**src/hdl/sfr_pkg.sv**
```systemverilog
// Shared types, constants and helpers for the stream find-and-replace block.
package sfr_pkg;

  localparam int MAX_PATTERN = 8;
  localparam int BYTE_W      = 8;
  localparam int LEN_W       = 4;
  localparam int WORD_W      = 64;
  localparam int CFG_IDX_W   = 2;
  localparam int REP_IDX_W   = 3;

  typedef enum logic [CFG_IDX_W-1:0] {
    REG_PATTERN     = 2'd0,
    REG_PATTERN_LEN = 2'd1,
    REG_REPLACE     = 2'd2,
    REG_REPLACE_LEN = 2'd3
  } cfg_reg_t;

  // controller -> datapath
  typedef struct packed {
    logic latch_in;
    logic emit_buf;
    logic append;
    logic emit_repl;
    logic repl_clear;
    logic shift_pat;
    logic finish;
  } cmd_t;

  // datapath -> controller
  typedef struct packed {
    logic can_push;
    logic out_free;
    logic len_zero;
    logic len_one;
    logic stale;
    logic plen_zero;
    logic win_match;
    logic full_match;
    logic rlen_zero;
    logic repl_last;
    logic empty_f;
    logic ending_f;
    logic hold_full;
  } sts_t;

  function automatic logic [LEN_W-1:0] clamp_len(input logic [LEN_W-1:0] l);
    clamp_len = (l > LEN_W'(MAX_PATTERN)) ? LEN_W'(MAX_PATTERN) : l;
  endfunction

endpackage

```
**src/hdl/sfr_if.sv**
```systemverilog
// Channel interfaces: text input, result output and register write port.
interface sfr_in_if;
  import sfr_pkg::*;
  logic              valid;
  logic              ready;
  logic [BYTE_W-1:0] text_byte;
  logic              line_end;
  logic              empty_line;
  modport source (output valid, text_byte, line_end, empty_line, input ready);
  modport sink   (input valid, text_byte, line_end, empty_line, output ready);
endinterface

interface sfr_out_if;
  import sfr_pkg::*;
  logic              valid;
  logic              ready;
  logic [BYTE_W-1:0] out_byte;
  logic              byte_valid;
  logic              line_done;
  logic              last;
  modport source (output valid, out_byte, byte_valid, line_done, last, input ready);
  modport sink   (input valid, out_byte, byte_valid, line_done, last, output ready);
endinterface

interface sfr_cfg_if;
  import sfr_pkg::*;
  logic                 valid;
  logic                 ready;
  logic [CFG_IDX_W-1:0] reg_index;
  logic [WORD_W-1:0]    wdata;
  modport source (output valid, reg_index, wdata, input ready);
  modport sink   (input valid, reg_index, wdata, output ready);
endinterface

```
**src/hdl/sfr_dp.sv**
```systemverilog
// Datapath: registers, match buffer, window compare and output staging.
module sfr_dp (
  input  logic                      clk,
  input  logic                      rst_n,
  input  sfr_pkg::cmd_t             cmd,
  output sfr_pkg::sts_t             sts,
  input  logic [sfr_pkg::BYTE_W-1:0] in_byte,
  input  logic                      in_line_end,
  input  logic                      in_empty,
  sfr_cfg_if.sink                   cfg,
  sfr_out_if.source                 dout
);
  import sfr_pkg::*;

  logic [WORD_W-1:0]    pat_r, rep_r;
  logic [LEN_W-1:0]     plen_r, rlen_r;
  logic [WORD_W-1:0]    buf_r, buf_nxt;
  logic [LEN_W-1:0]     len_r, len_nxt;
  logic [BYTE_W-1:0]    byte_r;
  logic                 empty_r, ending_r;
  logic [REP_IDX_W-1:0] idx_r, idx_nxt;
  logic [BYTE_W-1:0]    hold_r, hold_nxt;
  logic                 hold_full_r, hold_full_nxt;
  logic                 ov_r, ov_nxt;
  logic [BYTE_W-1:0]    ob_r, ob_nxt;
  logic                 obv_r, obv_nxt, old_r, old_nxt, olast_r, olast_nxt;

  logic [LEN_W-1:0]     plen_e, rlen_e, win_len;
  logic [MAX_PATTERN-1:0] eq, mask;
  logic [BYTE_W-1:0]    rep_byte, push_byte;
  logic                 push, out_free;

  assign plen_e  = clamp_len(plen_r);
  assign rlen_e  = clamp_len(rlen_r);
  assign win_len = (len_r < plen_e) ? len_r : plen_e;

  always_comb begin
    for (int i = 0; i < MAX_PATTERN; i++) begin
      eq[i]   = buf_r[i*BYTE_W +: BYTE_W] == pat_r[i*BYTE_W +: BYTE_W];
      mask[i] = LEN_W'(i) < win_len;
    end
  end

  assign rep_byte  = rep_r[{idx_r, 3'b000} +: BYTE_W];
  assign push      = cmd.emit_buf | cmd.emit_repl;
  assign push_byte = cmd.emit_repl ? rep_byte : buf_r[BYTE_W-1:0];
  assign out_free  = !ov_r || dout.ready;

  assign sts.can_push   = !hold_full_r || out_free;
  assign sts.out_free   = out_free;
  assign sts.len_zero   = len_r == '0;
  assign sts.len_one    = len_r == LEN_W'(1);
  assign sts.stale      = (len_r != '0) && (len_r >= plen_e);
  assign sts.plen_zero  = plen_e == '0;
  assign sts.win_match  = &(eq | ~mask);
  assign sts.full_match = len_r >= plen_e;
  assign sts.rlen_zero  = rlen_e == '0;
  assign sts.repl_last  = {1'b0, idx_r} == (rlen_e - LEN_W'(1));
  assign sts.empty_f    = empty_r;
  assign sts.ending_f   = ending_r;
  assign sts.hold_full  = hold_full_r;

  assign cfg.ready       = 1'b1;
  assign dout.valid      = ov_r;
  assign dout.out_byte   = ob_r;
  assign dout.byte_valid = obv_r;
  assign dout.line_done  = old_r;
  assign dout.last       = olast_r;

  always_comb begin
    buf_nxt = buf_r;
    len_nxt = len_r;
    if (cmd.emit_buf) begin
      buf_nxt = buf_r >> BYTE_W;
      len_nxt = len_r - LEN_W'(1);
    end else if (cmd.append) begin
      buf_nxt = buf_r | (WORD_W'(byte_r) << {len_r[2:0], 3'b000});
      len_nxt = len_r + LEN_W'(1);
    end else if (cmd.shift_pat) begin
      buf_nxt = buf_r >> {plen_e, 3'b000};
      len_nxt = len_r - plen_e;
    end
  end

  always_comb begin
    idx_nxt = idx_r;
    if (cmd.repl_clear)     idx_nxt = '0;
    else if (cmd.emit_repl) idx_nxt = idx_r + REP_IDX_W'(1);
  end

  always_comb begin
    hold_nxt      = hold_r;
    hold_full_nxt = hold_full_r;
    ov_nxt        = ov_r && !dout.ready;
    ob_nxt        = ob_r;
    obv_nxt       = obv_r;
    old_nxt       = old_r;
    olast_nxt     = olast_r;
    if (push) begin
      hold_nxt      = push_byte;
      hold_full_nxt = 1'b1;
      if (hold_full_r) begin
        ov_nxt    = 1'b1;
        ob_nxt    = hold_r;
        obv_nxt   = 1'b1;
        old_nxt   = 1'b0;
        olast_nxt = 1'b0;
      end
    end else if (cmd.finish) begin
      hold_full_nxt = 1'b0;
      ov_nxt        = 1'b1;
      ob_nxt        = hold_full_r ? hold_r : '0;
      obv_nxt       = hold_full_r;
      old_nxt       = ending_r;
      olast_nxt     = 1'b1;
    end
  end

  always_ff @(posedge clk) begin
    if (!rst_n) begin
      pat_r       <= '0;
      plen_r      <= '0;
      rep_r       <= '0;
      rlen_r      <= '0;
      buf_r       <= '0;
      len_r       <= '0;
      hold_full_r <= 1'b0;
      ov_r        <= 1'b0;
    end else begin
      if (cfg.valid) begin
        unique case (cfg_reg_t'(cfg.reg_index))
          REG_PATTERN:     pat_r  <= cfg.wdata;
          REG_PATTERN_LEN: plen_r <= cfg.wdata[LEN_W-1:0];
          REG_REPLACE:     rep_r  <= cfg.wdata;
          REG_REPLACE_LEN: rlen_r <= cfg.wdata[LEN_W-1:0];
        endcase
      end
      buf_r       <= buf_nxt;
      len_r       <= len_nxt;
      hold_full_r <= hold_full_nxt;
      ov_r        <= ov_nxt;
    end
  end

  always_ff @(posedge clk) begin
    if (cmd.latch_in) begin
      byte_r   <= in_byte;
      empty_r  <= in_empty;
      ending_r <= in_empty | in_line_end;
    end
    idx_r   <= idx_nxt;
    hold_r  <= hold_nxt;
    ob_r    <= ob_nxt;
    obv_r   <= obv_nxt;
    old_r   <= old_nxt;
    olast_r <= olast_nxt;
  end

endmodule

```
**src/hdl/sfr_ctrl.sv**
```systemverilog
// Controller: sequences flush, append, scan, replacement and line close per item.
module sfr_ctrl (
  input  logic          clk,
  input  logic          rst_n,
  input  logic          in_valid,
  output logic          in_ready,
  input  sfr_pkg::sts_t sts,
  output sfr_pkg::cmd_t cmd
);
  import sfr_pkg::*;

  typedef enum logic [2:0] {
    S_IDLE, S_PRE, S_STALE, S_APPEND, S_SCAN, S_REPL, S_FLUSH, S_FINISH
  } state_t;

  state_t state_r, state_nxt;
  state_t after_scan;

  assign in_ready   = state_r == S_IDLE;
  assign after_scan = sts.ending_f ? S_FLUSH : S_FINISH;

  always_comb begin
    cmd       = '0;
    state_nxt = state_r;
    unique case (state_r)
      S_IDLE: begin
        if (in_valid) begin
          cmd.latch_in = 1'b1;
          state_nxt    = S_PRE;
        end
      end
      S_PRE: begin
        state_nxt = sts.stale ? S_STALE : S_APPEND;
      end
      S_STALE: begin
        if (sts.can_push) begin
          cmd.emit_buf = 1'b1;
          if (sts.len_one) state_nxt = S_APPEND;
        end
      end
      S_APPEND: begin
        if (sts.empty_f) begin
          state_nxt = S_FLUSH;
        end else begin
          cmd.append = 1'b1;
          state_nxt  = S_SCAN;
        end
      end
      S_SCAN: begin
        priority if (sts.len_zero) begin
          state_nxt = after_scan;
        end else if (sts.plen_zero || !sts.win_match) begin
          if (sts.can_push) cmd.emit_buf = 1'b1;
        end else if (sts.full_match) begin
          if (sts.rlen_zero) begin
            cmd.shift_pat = 1'b1;
          end else begin
            cmd.repl_clear = 1'b1;
            state_nxt      = S_REPL;
          end
        end else begin
          state_nxt = after_scan;
        end
      end
      S_REPL: begin
        if (sts.can_push) begin
          cmd.emit_repl = 1'b1;
          if (sts.repl_last) begin
            cmd.shift_pat = 1'b1;
            state_nxt     = S_SCAN;
          end
        end
      end
      S_FLUSH: begin
        if (sts.len_zero) begin
          state_nxt = S_FINISH;
        end else if (sts.can_push) begin
          cmd.emit_buf = 1'b1;
        end
      end
      S_FINISH: begin
        if (!sts.hold_full && !sts.ending_f) begin
          state_nxt = S_IDLE;
        end else if (sts.out_free) begin
          cmd.finish = 1'b1;
          state_nxt  = S_IDLE;
        end
      end
      default: state_nxt = S_IDLE;
    endcase
  end

  always_ff @(posedge clk) begin
    if (!rst_n) begin
      state_r <= S_IDLE;
    end else begin
      state_r <= state_nxt;
    end
  end

endmodule

```
**src/hdl/stream_find_replace.sv**
```systemverilog
// Top level of the streaming find-and-replace block.
//
//  channel   dir  handshake         payload
//  in_chan   in   valid / ready     text_byte, line_end, empty_line
//  out_chan  out  valid / ready     out_byte, byte_valid, line_done, last
//  cfg_chan  in   valid / ready     reg_index, wdata (always ready)
//
//  An item passes accept, stale check, append, final scan and close; on top of these it
//  sends each byte, handles each pattern match found and runs a flush check at line end;
//  an empty line skips the scan. One output push per cycle, when the output has room.
//  Reset: rst_n synchronous, clears registers, buffer and handshake state.
//  Out stalls hold the sequence; the next item is taken while the closing result waits.
module stream_find_replace (
  input  logic       clk,
  input  logic       rst_n,
  sfr_in_if.sink     in_chan,
  sfr_out_if.source  out_chan,
  sfr_cfg_if.sink    cfg_chan
);
  import sfr_pkg::*;

  cmd_t cmd;
  sts_t sts;

  sfr_ctrl u_ctrl (
    .clk      (clk),
    .rst_n    (rst_n),
    .in_valid (in_chan.valid),
    .in_ready (in_chan.ready),
    .sts      (sts),
    .cmd      (cmd)
  );

  sfr_dp u_dp (
    .clk         (clk),
    .rst_n       (rst_n),
    .cmd         (cmd),
    .sts         (sts),
    .in_byte     (in_chan.text_byte),
    .in_line_end (in_chan.line_end),
    .in_empty    (in_chan.empty_line),
    .cfg         (cfg_chan),
    .dout        (out_chan)
  );

  a_finish_clears_hold: assert property (@(posedge clk) disable iff (!rst_n)
    cmd.finish |=> !sts.hold_full)
    else $error("hold stage not emptied after line close");

  a_accept_hold_empty: assert property (@(posedge clk) disable iff (!rst_n)
    (in_chan.valid && in_chan.ready) |-> !sts.hold_full)
    else $error("new transfer taken with a result still held");

  a_line_done_last: assert property (@(posedge clk) disable iff (!rst_n)
    (out_chan.valid && out_chan.line_done) |-> out_chan.last)
    else $error("line close not on final result");

  a_blank_result: assert property (@(posedge clk) disable iff (!rst_n)
    (out_chan.valid && !out_chan.byte_valid) |->
      (out_chan.out_byte == '0 && out_chan.line_done && out_chan.last))
    else $error("byteless result malformed");

endmodule
```
**src/flat_wrapper.sv**
```systemverilog
// flat-port wrapper written by rule: the top's interface ports become plain ports
module stream_find_replace_flat import sfr_pkg::*;
  (clk, rst_n, in_chan_valid, in_chan_text_byte, in_chan_line_end, in_chan_empty_line, in_chan_ready, out_chan_valid, out_chan_out_byte, out_chan_byte_valid, out_chan_line_done, out_chan_last, out_chan_ready, cfg_chan_valid, cfg_chan_reg_index, cfg_chan_wdata, cfg_chan_ready);
  sfr_in_if in_chan_i ();
  sfr_out_if out_chan_i ();
  sfr_cfg_if cfg_chan_i ();
  input  logic clk;
  input  logic rst_n;
  input wire logic [$bits(in_chan_i.valid)-1:0] in_chan_valid;
  input wire logic [$bits(in_chan_i.text_byte)-1:0] in_chan_text_byte;
  input wire logic [$bits(in_chan_i.line_end)-1:0] in_chan_line_end;
  input wire logic [$bits(in_chan_i.empty_line)-1:0] in_chan_empty_line;
  output wire logic [$bits(in_chan_i.ready)-1:0] in_chan_ready;
  output wire logic [$bits(out_chan_i.valid)-1:0] out_chan_valid;
  output wire logic [$bits(out_chan_i.out_byte)-1:0] out_chan_out_byte;
  output wire logic [$bits(out_chan_i.byte_valid)-1:0] out_chan_byte_valid;
  output wire logic [$bits(out_chan_i.line_done)-1:0] out_chan_line_done;
  output wire logic [$bits(out_chan_i.last)-1:0] out_chan_last;
  input wire logic [$bits(out_chan_i.ready)-1:0] out_chan_ready;
  input wire logic [$bits(cfg_chan_i.valid)-1:0] cfg_chan_valid;
  input wire logic [$bits(cfg_chan_i.reg_index)-1:0] cfg_chan_reg_index;
  input wire logic [$bits(cfg_chan_i.wdata)-1:0] cfg_chan_wdata;
  output wire logic [$bits(cfg_chan_i.ready)-1:0] cfg_chan_ready;
  assign in_chan_i.valid = in_chan_valid;
  assign in_chan_i.text_byte = in_chan_text_byte;
  assign in_chan_i.line_end = in_chan_line_end;
  assign in_chan_i.empty_line = in_chan_empty_line;
  assign in_chan_ready = in_chan_i.ready;
  assign out_chan_valid = out_chan_i.valid;
  assign out_chan_out_byte = out_chan_i.out_byte;
  assign out_chan_byte_valid = out_chan_i.byte_valid;
  assign out_chan_line_done = out_chan_i.line_done;
  assign out_chan_last = out_chan_i.last;
  assign out_chan_i.ready = out_chan_ready;
  assign cfg_chan_i.valid = cfg_chan_valid;
  assign cfg_chan_i.reg_index = cfg_chan_reg_index;
  assign cfg_chan_i.wdata = cfg_chan_wdata;
  assign cfg_chan_ready = cfg_chan_i.ready;
  stream_find_replace u_core (.clk(clk), .rst_n(rst_n), .in_chan(in_chan_i), .out_chan(out_chan_i), .cfg_chan(cfg_chan_i));
endmodule
```
**config.mk**
```make
export PLATFORM = sky130hd
export DESIGN_NAME = stream_find_replace_flat
export DESIGN_NICKNAME = d
export VERILOG_FILES = /design/src/hdl/sfr_pkg.sv /design/src/hdl/sfr_if.sv /design/src/hdl/sfr_dp.sv /design/src/hdl/sfr_ctrl.sv /design/src/hdl/stream_find_replace.sv /design/src/flat_wrapper.sv
export SDC_FILE = /design/constraint.sdc
export NUM_CORES = 1
export LEC_CHECK = 0
export ABC_AREA = 1
export BUFFER_PORTS_ARGS = -buffer_cell sky130_fd_sc_hd__buf_4
export CELL_PAD_IN_SITES_DETAIL_PLACEMENT = 0
export CELL_PAD_IN_SITES_GLOBAL_PLACEMENT = 1
export CORE_ASPECT_RATIO = 1.1
export CORE_MARGIN = 3
export CORE_UTILIZATION = 23
export DETAILED_ROUTE_END_ITERATION = 8
export MAX_ROUTING_LAYER = met4
export PLACE_DENSITY = 0.48
export SLEW_MARGIN = 25
export SYNTH_ARGS = -nofsm -noshare
export SYNTH_HDL_FRONTEND = slang
export SYNTH_SLANG_ARGS = --single-unit
```
**constraint.sdc**
```tcl
create_clock -name clk -period 5.2 [get_ports clk]
set_clock_uncertainty 0.1 [all_clocks]
set_input_delay 0 -clock clk [delete_from_list [all_inputs] [get_ports clk]]
set_output_delay 0 -clock clk [all_outputs]
set_load 0.02 [all_outputs]
```
==> summary.txt, run 1 <==
Clock network
  • Clock sink total: 241
  • CTS Buf Count: 31
  • Hold_buf cts: 94
  • H-tree depth: 1
  • Root Buffer: clkbuf_16
  • PostCTS Resize Cnt: 0
  • CTS tree: built
  • CTS max path bufs: 3
  • Clock slew seen by the registers of the worst setup and hold paths: approximately 0.060 ns
  • Clk_lat worst skew: 0.59 ns
  • Postcts setup bufs: 0

Power
  • Tot Pwr: 8609 µW
  • Worst vdd ir: 0.2654 mV
  • Pleak: a little under 0.007 µW
  • Power Dens Cells: 507.7 mW/mm²

Synthesis
  • Most area-consuming cells after synthesis: dfxtp_1 (31%), o21ai_0 (13%), nand2_1 (9.3%)
  • Post-synth top area share: 30.99%
  • Area leader, netlist: dfxtp_1
  • Synthesized cell area: 0.01370 mm²
  • Seq cells post-synth: 241
  • Post-synthesis sequential area ratio: 37.34%
  • Ys Warns: 0
  • Distinct cell type count after synthesis: 44
  • Syn Nets: 2157
  • Mapped Cells: 2064
  • Post-Syn Area per Cell: 6.636 µm²

Finish
  • Non-Filler Instances: around 3000
  • Share of cells above drive strength 1: ~9.6%
  • ANT cells: 0
  • Fin nets: approximately 2300
  • Fin area: approximately 0.017 mm²
  • P&R area growth vs syn: 23.80%
  • Commonest non-fill, non-tap cells in the layout: o21ai_0 (363), nand2_1 (340), nor2_1 (287), dfxtp_1 (212), inv_1 (211)
  • Commonest non-fill, non-tap cell in the layout: o21ai_0

Hold path
  • Hold depth: 2
  • Hold Path Class: input pin to register
  • Hold Path End: u_core.u_dp.byte_r[1]
  • Hold Path Origin: in_chan_text_byte[1]

Floorplan
  • Die Ht: 261.9 µm
  • Die W: 238.7 µm
  • Core Box Area: 0.05876 mm²
  • Die area: 0.06252 mm²
  • I/O pins: 95
  • Initial core utilization: between 20% and 30%
  • Num rows: 93

GRT
  • Initial antenna violation count: 5
  • Largest net degree at the start of global routing: 77
  • Grt met1 use: 25.34%
  • Met2 Use GR: 33.10%
  • First-pass GRT wire length: around 91 mm
  • Most Crowded Layer GR: met2
  • Vias in the first global route: roughly 14000
  • All-Layer GR Usage: 20.02%
  • GR Layer Usage met3: 2.026%
  • Overflow after GRT: 0

STA
  • Final setup TNS: 0 ns
  • Least-Margin Pin Slew: between 0.9 and 1 ns
  • Final hold violation count: 0
  • Max-slew headroom: 35.99%
  • Fmax achieved: 234.8 MHz
  • Fin. max-slew vios: 0
  • RSZ-0062 raised after global routing: false
  • Setup violators final: 0
  • Final Cycle Share: 81.91%
  • Final min period: 4.259 ns
  • WHS: 0.03381 ns

Critical path
  • CP startpoint kind: register
  • Crit path kind: register to register
  • CP endpoint kind: register
  • Crit path DAT: 4.69 ns
  • Required @ worst endpoint: approximately 5.6 ns
  • Reg-to-Reg Start: u_core.u_dp.len_r[0]
  • Worst r2r path cells: 21
  • R2R Path End: u_core.u_dp.len_r[2]
  • CP max FO: 52
  • Reg2reg setup slack: 0.94 ns

Detailed routing
  • TritonRoute pass-1 iters: 5
  • Final ANT Viol Nets: 0
  • DR vias/cell: roughly 4.8
  • Drt wl/cell: 21.01 µm
  • Iteration-0 DRC Markers: 1029
  • DR vias: ~14000
  • Total wire length: 62.28 mm
  • # DRC: 0

Placement
  • Placed cells: roughly 2800
  • GP Congestion: 0.8994
  • Port Buffers: 93
  • DP Area: 0.01502 mm²
  • Dpl hpwl: about 45 mm

Flow run
  • Max-Cap Viols: 0

Run status
  • Status: completed
==> critical path, cell delays in order (launching register included) <==
cell and delay (ns):
dfxtp_1 0.50, inv_1 0.18, ha_1 0.27, fa_1 0.44
inv_1 0.08, nand3_2 0.11, nand3_1 0.13, nand2_2 0.09
nor2_2 0.13, nand2_1 0.06, nand2_1 0.05, nand2_1 0.06
nor2_2 0.17, nand3_1 0.11, nand2_2 0.10, nand2_2 0.08
nand2_4 0.32, buf_4 0.56, o21ai_0 0.30, o21ai_0 0.15
inv_1 0.06, nor2_1 0.07
==> state kept, by name, indices dropped and copies added, names as in the netlist, 3 cells and up <==
register / flops
u_core.u_dp.rlen_r: 4
u_core.u_dp.byte_r: 8
u_core.u_dp.pat_r: 64
u_core.u_dp.hold_r: 8
u_core.u_dp.len_r: 4
u_core.u_dp.buf_r: 64
u_core.u_ctrl.state_r: 3
u_core.u_dp.dout.out_byte: 8
u_core.u_dp.plen_r: 4
u_core.u_dp.rep_r: 64
u_core.u_dp.idx_r: 3
==> metrics by stage <==
stage                     util (%)  worst slack, ns
after floorplan                  -            1.500
after global placement       25.56            1.012
after detailed placement     25.56           0.9967
after CTS                    28.86           0.9719
after global routing         28.86           0.6686
final                        28.86           0.9408
==> how the worst max path moves through the flow <==
stage / start / endpoint / slack (ns) / cells after the start
after global routing: u_core.u_dp.len_r[0] / u_core.u_dp.len_r[2] / 0.67 / 21
after floorplan: u_core.u_dp.plen_r[3] / u_core.u_dp.dout.byte_valid / 1.50 / 24
after CTS: u_core.u_dp.len_r[0] / u_core.u_dp.len_r[2] / 0.97 / 21
after detailed placement: u_core.u_dp.len_r[0] / u_core.u_dp.len_r[2] / 1.0 / 21
after global placement: u_core.u_dp.len_r[0] / u_core.u_dp.len_r[2] / 1.01 / 21
final: u_core.u_dp.len_r[0] / u_core.u_dp.len_r[2] / 0.94 / 21
==> Yosys cell counts <==
cell and n:
buf_1 4, a22oi_1 13, buf_2 20, inv_1 212
a32oi_1 2, a41oi_1 1, conb_1 1, clkbuf_1 98
nand2_2 9, buf_4 5, nor3_4 1, dfxtp_1 212
nand4_1 4, o221ai_1 21, a31oi_1 14, xor2_1 24
o31ai_1 5, nor2_2 4, edfxtp_1 29, clkinv_1 6
o21ai_0 363, fa_1 1, clkbuf_2 1, o22ai_1 13
nor3_1 16, a21oi_1 182, a211oi_1 2, a221oi_1 3
ha_1 11, inv_2 11, buf_6 5, nand2_1 340
nor2_1 289, nand3_1 44, xnor2_1 28, nor2_8 1
o21a_1 8, o21bai_1 1, nor2_4 1, nand3_2 4
o21ai_1 39, o211ai_1 10, nand2_4 2, or2_2 4
==> layer usage <==
| layer | vias to the layer above | routed length, µm |
|---|---|---|
| met5 | - | 0 |
| met4 | 0 | 2492 |
| met3 | 116 | 2707 |
| met2 | 371 | 29620 |
| met1 | 6750 | 27460 |
| li1 | 7034 | - |
==> logic make-up after synthesis <==
logic type                 Yosys count  share of synthesized area [%]
xor gates and xnor gates            52                          3.325
and+or+nand+nor                    719                          21.19
AOI/OAI and AO/OA                  677                          26.44
buffers and inverters              362                          10.52
adders and majority gates           12                          1.151
DFF                                241                          37.34
other                                1                        0.02738
==> power by group <==
group	internal, µW	switching [µW]	total (µW)	leakage (µW)
combinational	1150	2580	3730	0.00423
sequential	2260	469	2730	0.00201
clock	1270	887	2150	0.000492
total	4670	3940	8610	0.00672
==> cell type report <==
| type | count | area (µm²) |
|---|---|---|
| Inverter | 229 | 859.6 |
| Sequential cell | 241 | 5115 |
| Clock inverter | 10 | 107.6 |
| Tap cell | 760 | 950.9 |
| Timing Repair Buffer | 217 | 1864 |
| Clock buffer | 47 | 885.9 |
| Multi-Input combinational cell | 1461 | 7173 |
| Fill cell | 6525 | 41810 |
Note: power is estimated with default switching activity, not from simulation.
==> run 2: changes to the inputs <==
Clock period 5.2 ns to 4.01 ns, I/O delays scaled along.
==> summary.txt, run 2 (same netlist as run 1, synthesis figures left out) <==
Detailed routing
  • Iteration-0 DRC Markers: between 900 and 1000
  • DR vias/cell: around 4.8
  • Final ANT Viol Nets: 0
  • DR vias: roughly 14000
  • TritonRoute pass-1 iters: 7
  • Drt wl/cell: 20.75 µm
  • # DRC: 0
  • Total wire length: around 62 mm

Critical path
  • Required @ worst endpoint: between 4 and 5 ns
  • CP endpoint kind: register
  • CP startpoint kind: register
  • Crit path DAT: 3.94 ns
  • CP max FO: 17
  • Crit path kind: register to register

Power
  • Worst vdd ir: 0.2400 mV
  • Power Dens Cells: 673.2 mW/mm²
  • Tot Pwr: 11650 µW
  • Part of the power in the clock network: between 20% and 30%
  • P_sw: 5146 µW
  • Logic pwr share: 42.0%
  • Sw Ratio: between 40% and 50%
  • Internal Pwr Total: 6501 µW
  • Pleak: 0.006912 µW
  • Flop pwr share: 30.3%

Floorplan
  • Die Ht: 261.9 µm
  • I/O pins: between 90 and 100
  • Die W: ~240 µm
  • Die area: approximately 0.063 mm²
  • Num rows: 93
  • Core Box Area: 0.05876 mm²
  • Initial core utilization: 23.31%

GRT
  • Largest net degree at the start of global routing: 88
  • Vias in the first global route: 13980
  • First-pass GRT wire length: about 91 mm
  • Initial antenna violation count: 7
  • All-Layer GR Usage: about a fifth
  • Overflow after GRT: 0

Placement
  • Port Buffers: 93
  • GP Congestion: 0.8780
  • Dpl hpwl: about 45 mm

Finish
  • Core occupancy in the finished layout: between 20% and 30%
  • Share of cells above drive strength 1: 10.54%
  • Commonest non-fill, non-tap cell in the layout: o21ai_0
  • Fin nets: approximately 2300
  • Largest registers: u_core.u_dp.buf_r (64), u_core.u_dp.pat_r (64), u_core.u_dp.rep_r (64)
  • Total of fill cells in the finished design: 6465
  • P&R area growth vs syn: 26.32%
  • Commonest non-fill, non-tap cells in the layout: o21ai_0 (363), nand2_1 (340), nor2_1 (287), inv_1 (211), dfxtp_1 (211)

STA
  • Max-slew headroom: 35.03%
  • Fmax achieved: about 280 MHz
  • Least-Margin Pin Slew: 0.9746 ns
  • Final hold violation count: 0
  • Final min period: 3.611 ns
  • Final setup TNS: 0 ns
  • WHS: 0.07836 ns
  • RSZ-0062 raised after global routing: false
  • Final Cycle Share: 90.05%
  • Fin. max-slew vios: 0
  • Setup violators final: 0

Flow run
  • Max-Cap Viols: 0

Clock network
  • Clk_lat worst skew: 0.54 ns
  • H-tree depth: 2
  • CTS tree: built
  • Root Buffer: clkbuf_16
  • CTS Buf Count: 34
  • Clock slew seen by the registers of the worst setup and hold paths: 0.06 ns
  • CTS max path bufs: 3
  • Clock sink total: 241

Hold path
  • Hold Path Class: input pin to register

Run status
  • Status: completed
run 2: timing repair:
action,CTS,global route
resized for setup,0,4
endpoints found under the setup margin,0,70
endpoints found under the hold margin,171,0
hold buffers,96,0
setup buffers,0,0
run 2: critical path: stages (launching register included):
cell and delay [ns]:
dfxtp_1 0.53, nor2_4 0.08, ha_1 0.22, fa_1 0.43, inv_1 0.08, nand3_2 0.11
nand2_2 0.14, a41oi_1 0.06, nor2_1 0.21, nand2_1 0.10, nor2_1 0.19, nand3_2 0.20
nand3_2 0.16, o21ai_1 0.16, nand2_4 0.21, clkinv_2 0.27, nor2_1 0.18, nor2_1 0.05
run 2: power by group through the flow:
stage | sequential [µW] | clock, µW | combinational [µW]
after floorplan | 3280 | 0 | 3240
after global placement | 3590 | 0 | 4870
after detailed placement | 3580 | 0 | 4860
after CTS | 3530 | 3340 | 4950
after global routing | 3580 | 3430 | 5510
final | 3530 | 3220 | 4900
run 2: path summary, 6_finish.rpt:
| kind | from | end | slack [ns] | depth (start not counted) |
|---|---|---|---|---|
| setup reg to reg | u_core.u_dp.plen_r[3] | u_core.u_dp.buf_r[7] | 0.40 | 17 |
| hold / removal | in_chan_text_byte[7] | u_core.u_dp.byte_r[7] | 0.08 | 2 |
| setup / recovery | u_core.u_dp.plen_r[3] | u_core.u_dp.buf_r[7] | 0.40 | 17 |
| hold reg to reg | u_core.u_dp.rep_r[62] | u_core.u_dp.rep_r[62] | 0.34 | 2 |
run 2: per-stage QoR:
stage / area [µm²] / setup WS (ns) / cells
6_report: 17300 / 0.3988 / 2982
5_1_grt: 17300 / 0.09275 / 2981
4_1_cts: 17280 / 0.1154 / 2981
3_5_place_dp: 15120 / 0.1381 / 2824
3_3_place_gp: 15120 / 0.2486 / 2824
2_1_floorplan: 13700 / 0.3103 / 2064
run 2: cell type report:
type                       count  area, µm²  share of cell area [%]
timing repair buffer         229       1984                   11.47
inverter                     229      860.8                   4.975
multi-input combinational   1461       7187                   41.54
tap                          760      950.9                   5.496
sequential                   241       5116                   29.57
antenna                        1      2.502                 0.01446
clock inverter                 8      93.84                  0.5424
clock buffer                  53       1106                   6.393
run 2: routing by layer:
metal	GRT usage (%)	wire, µm	vias to the layer above
li1	-	-	7071
met4	6.468	1923	0
met1	25.48	27660	6754
met2	33.74	29860	365
met5	-	0	-
met3	2.162	2426	95
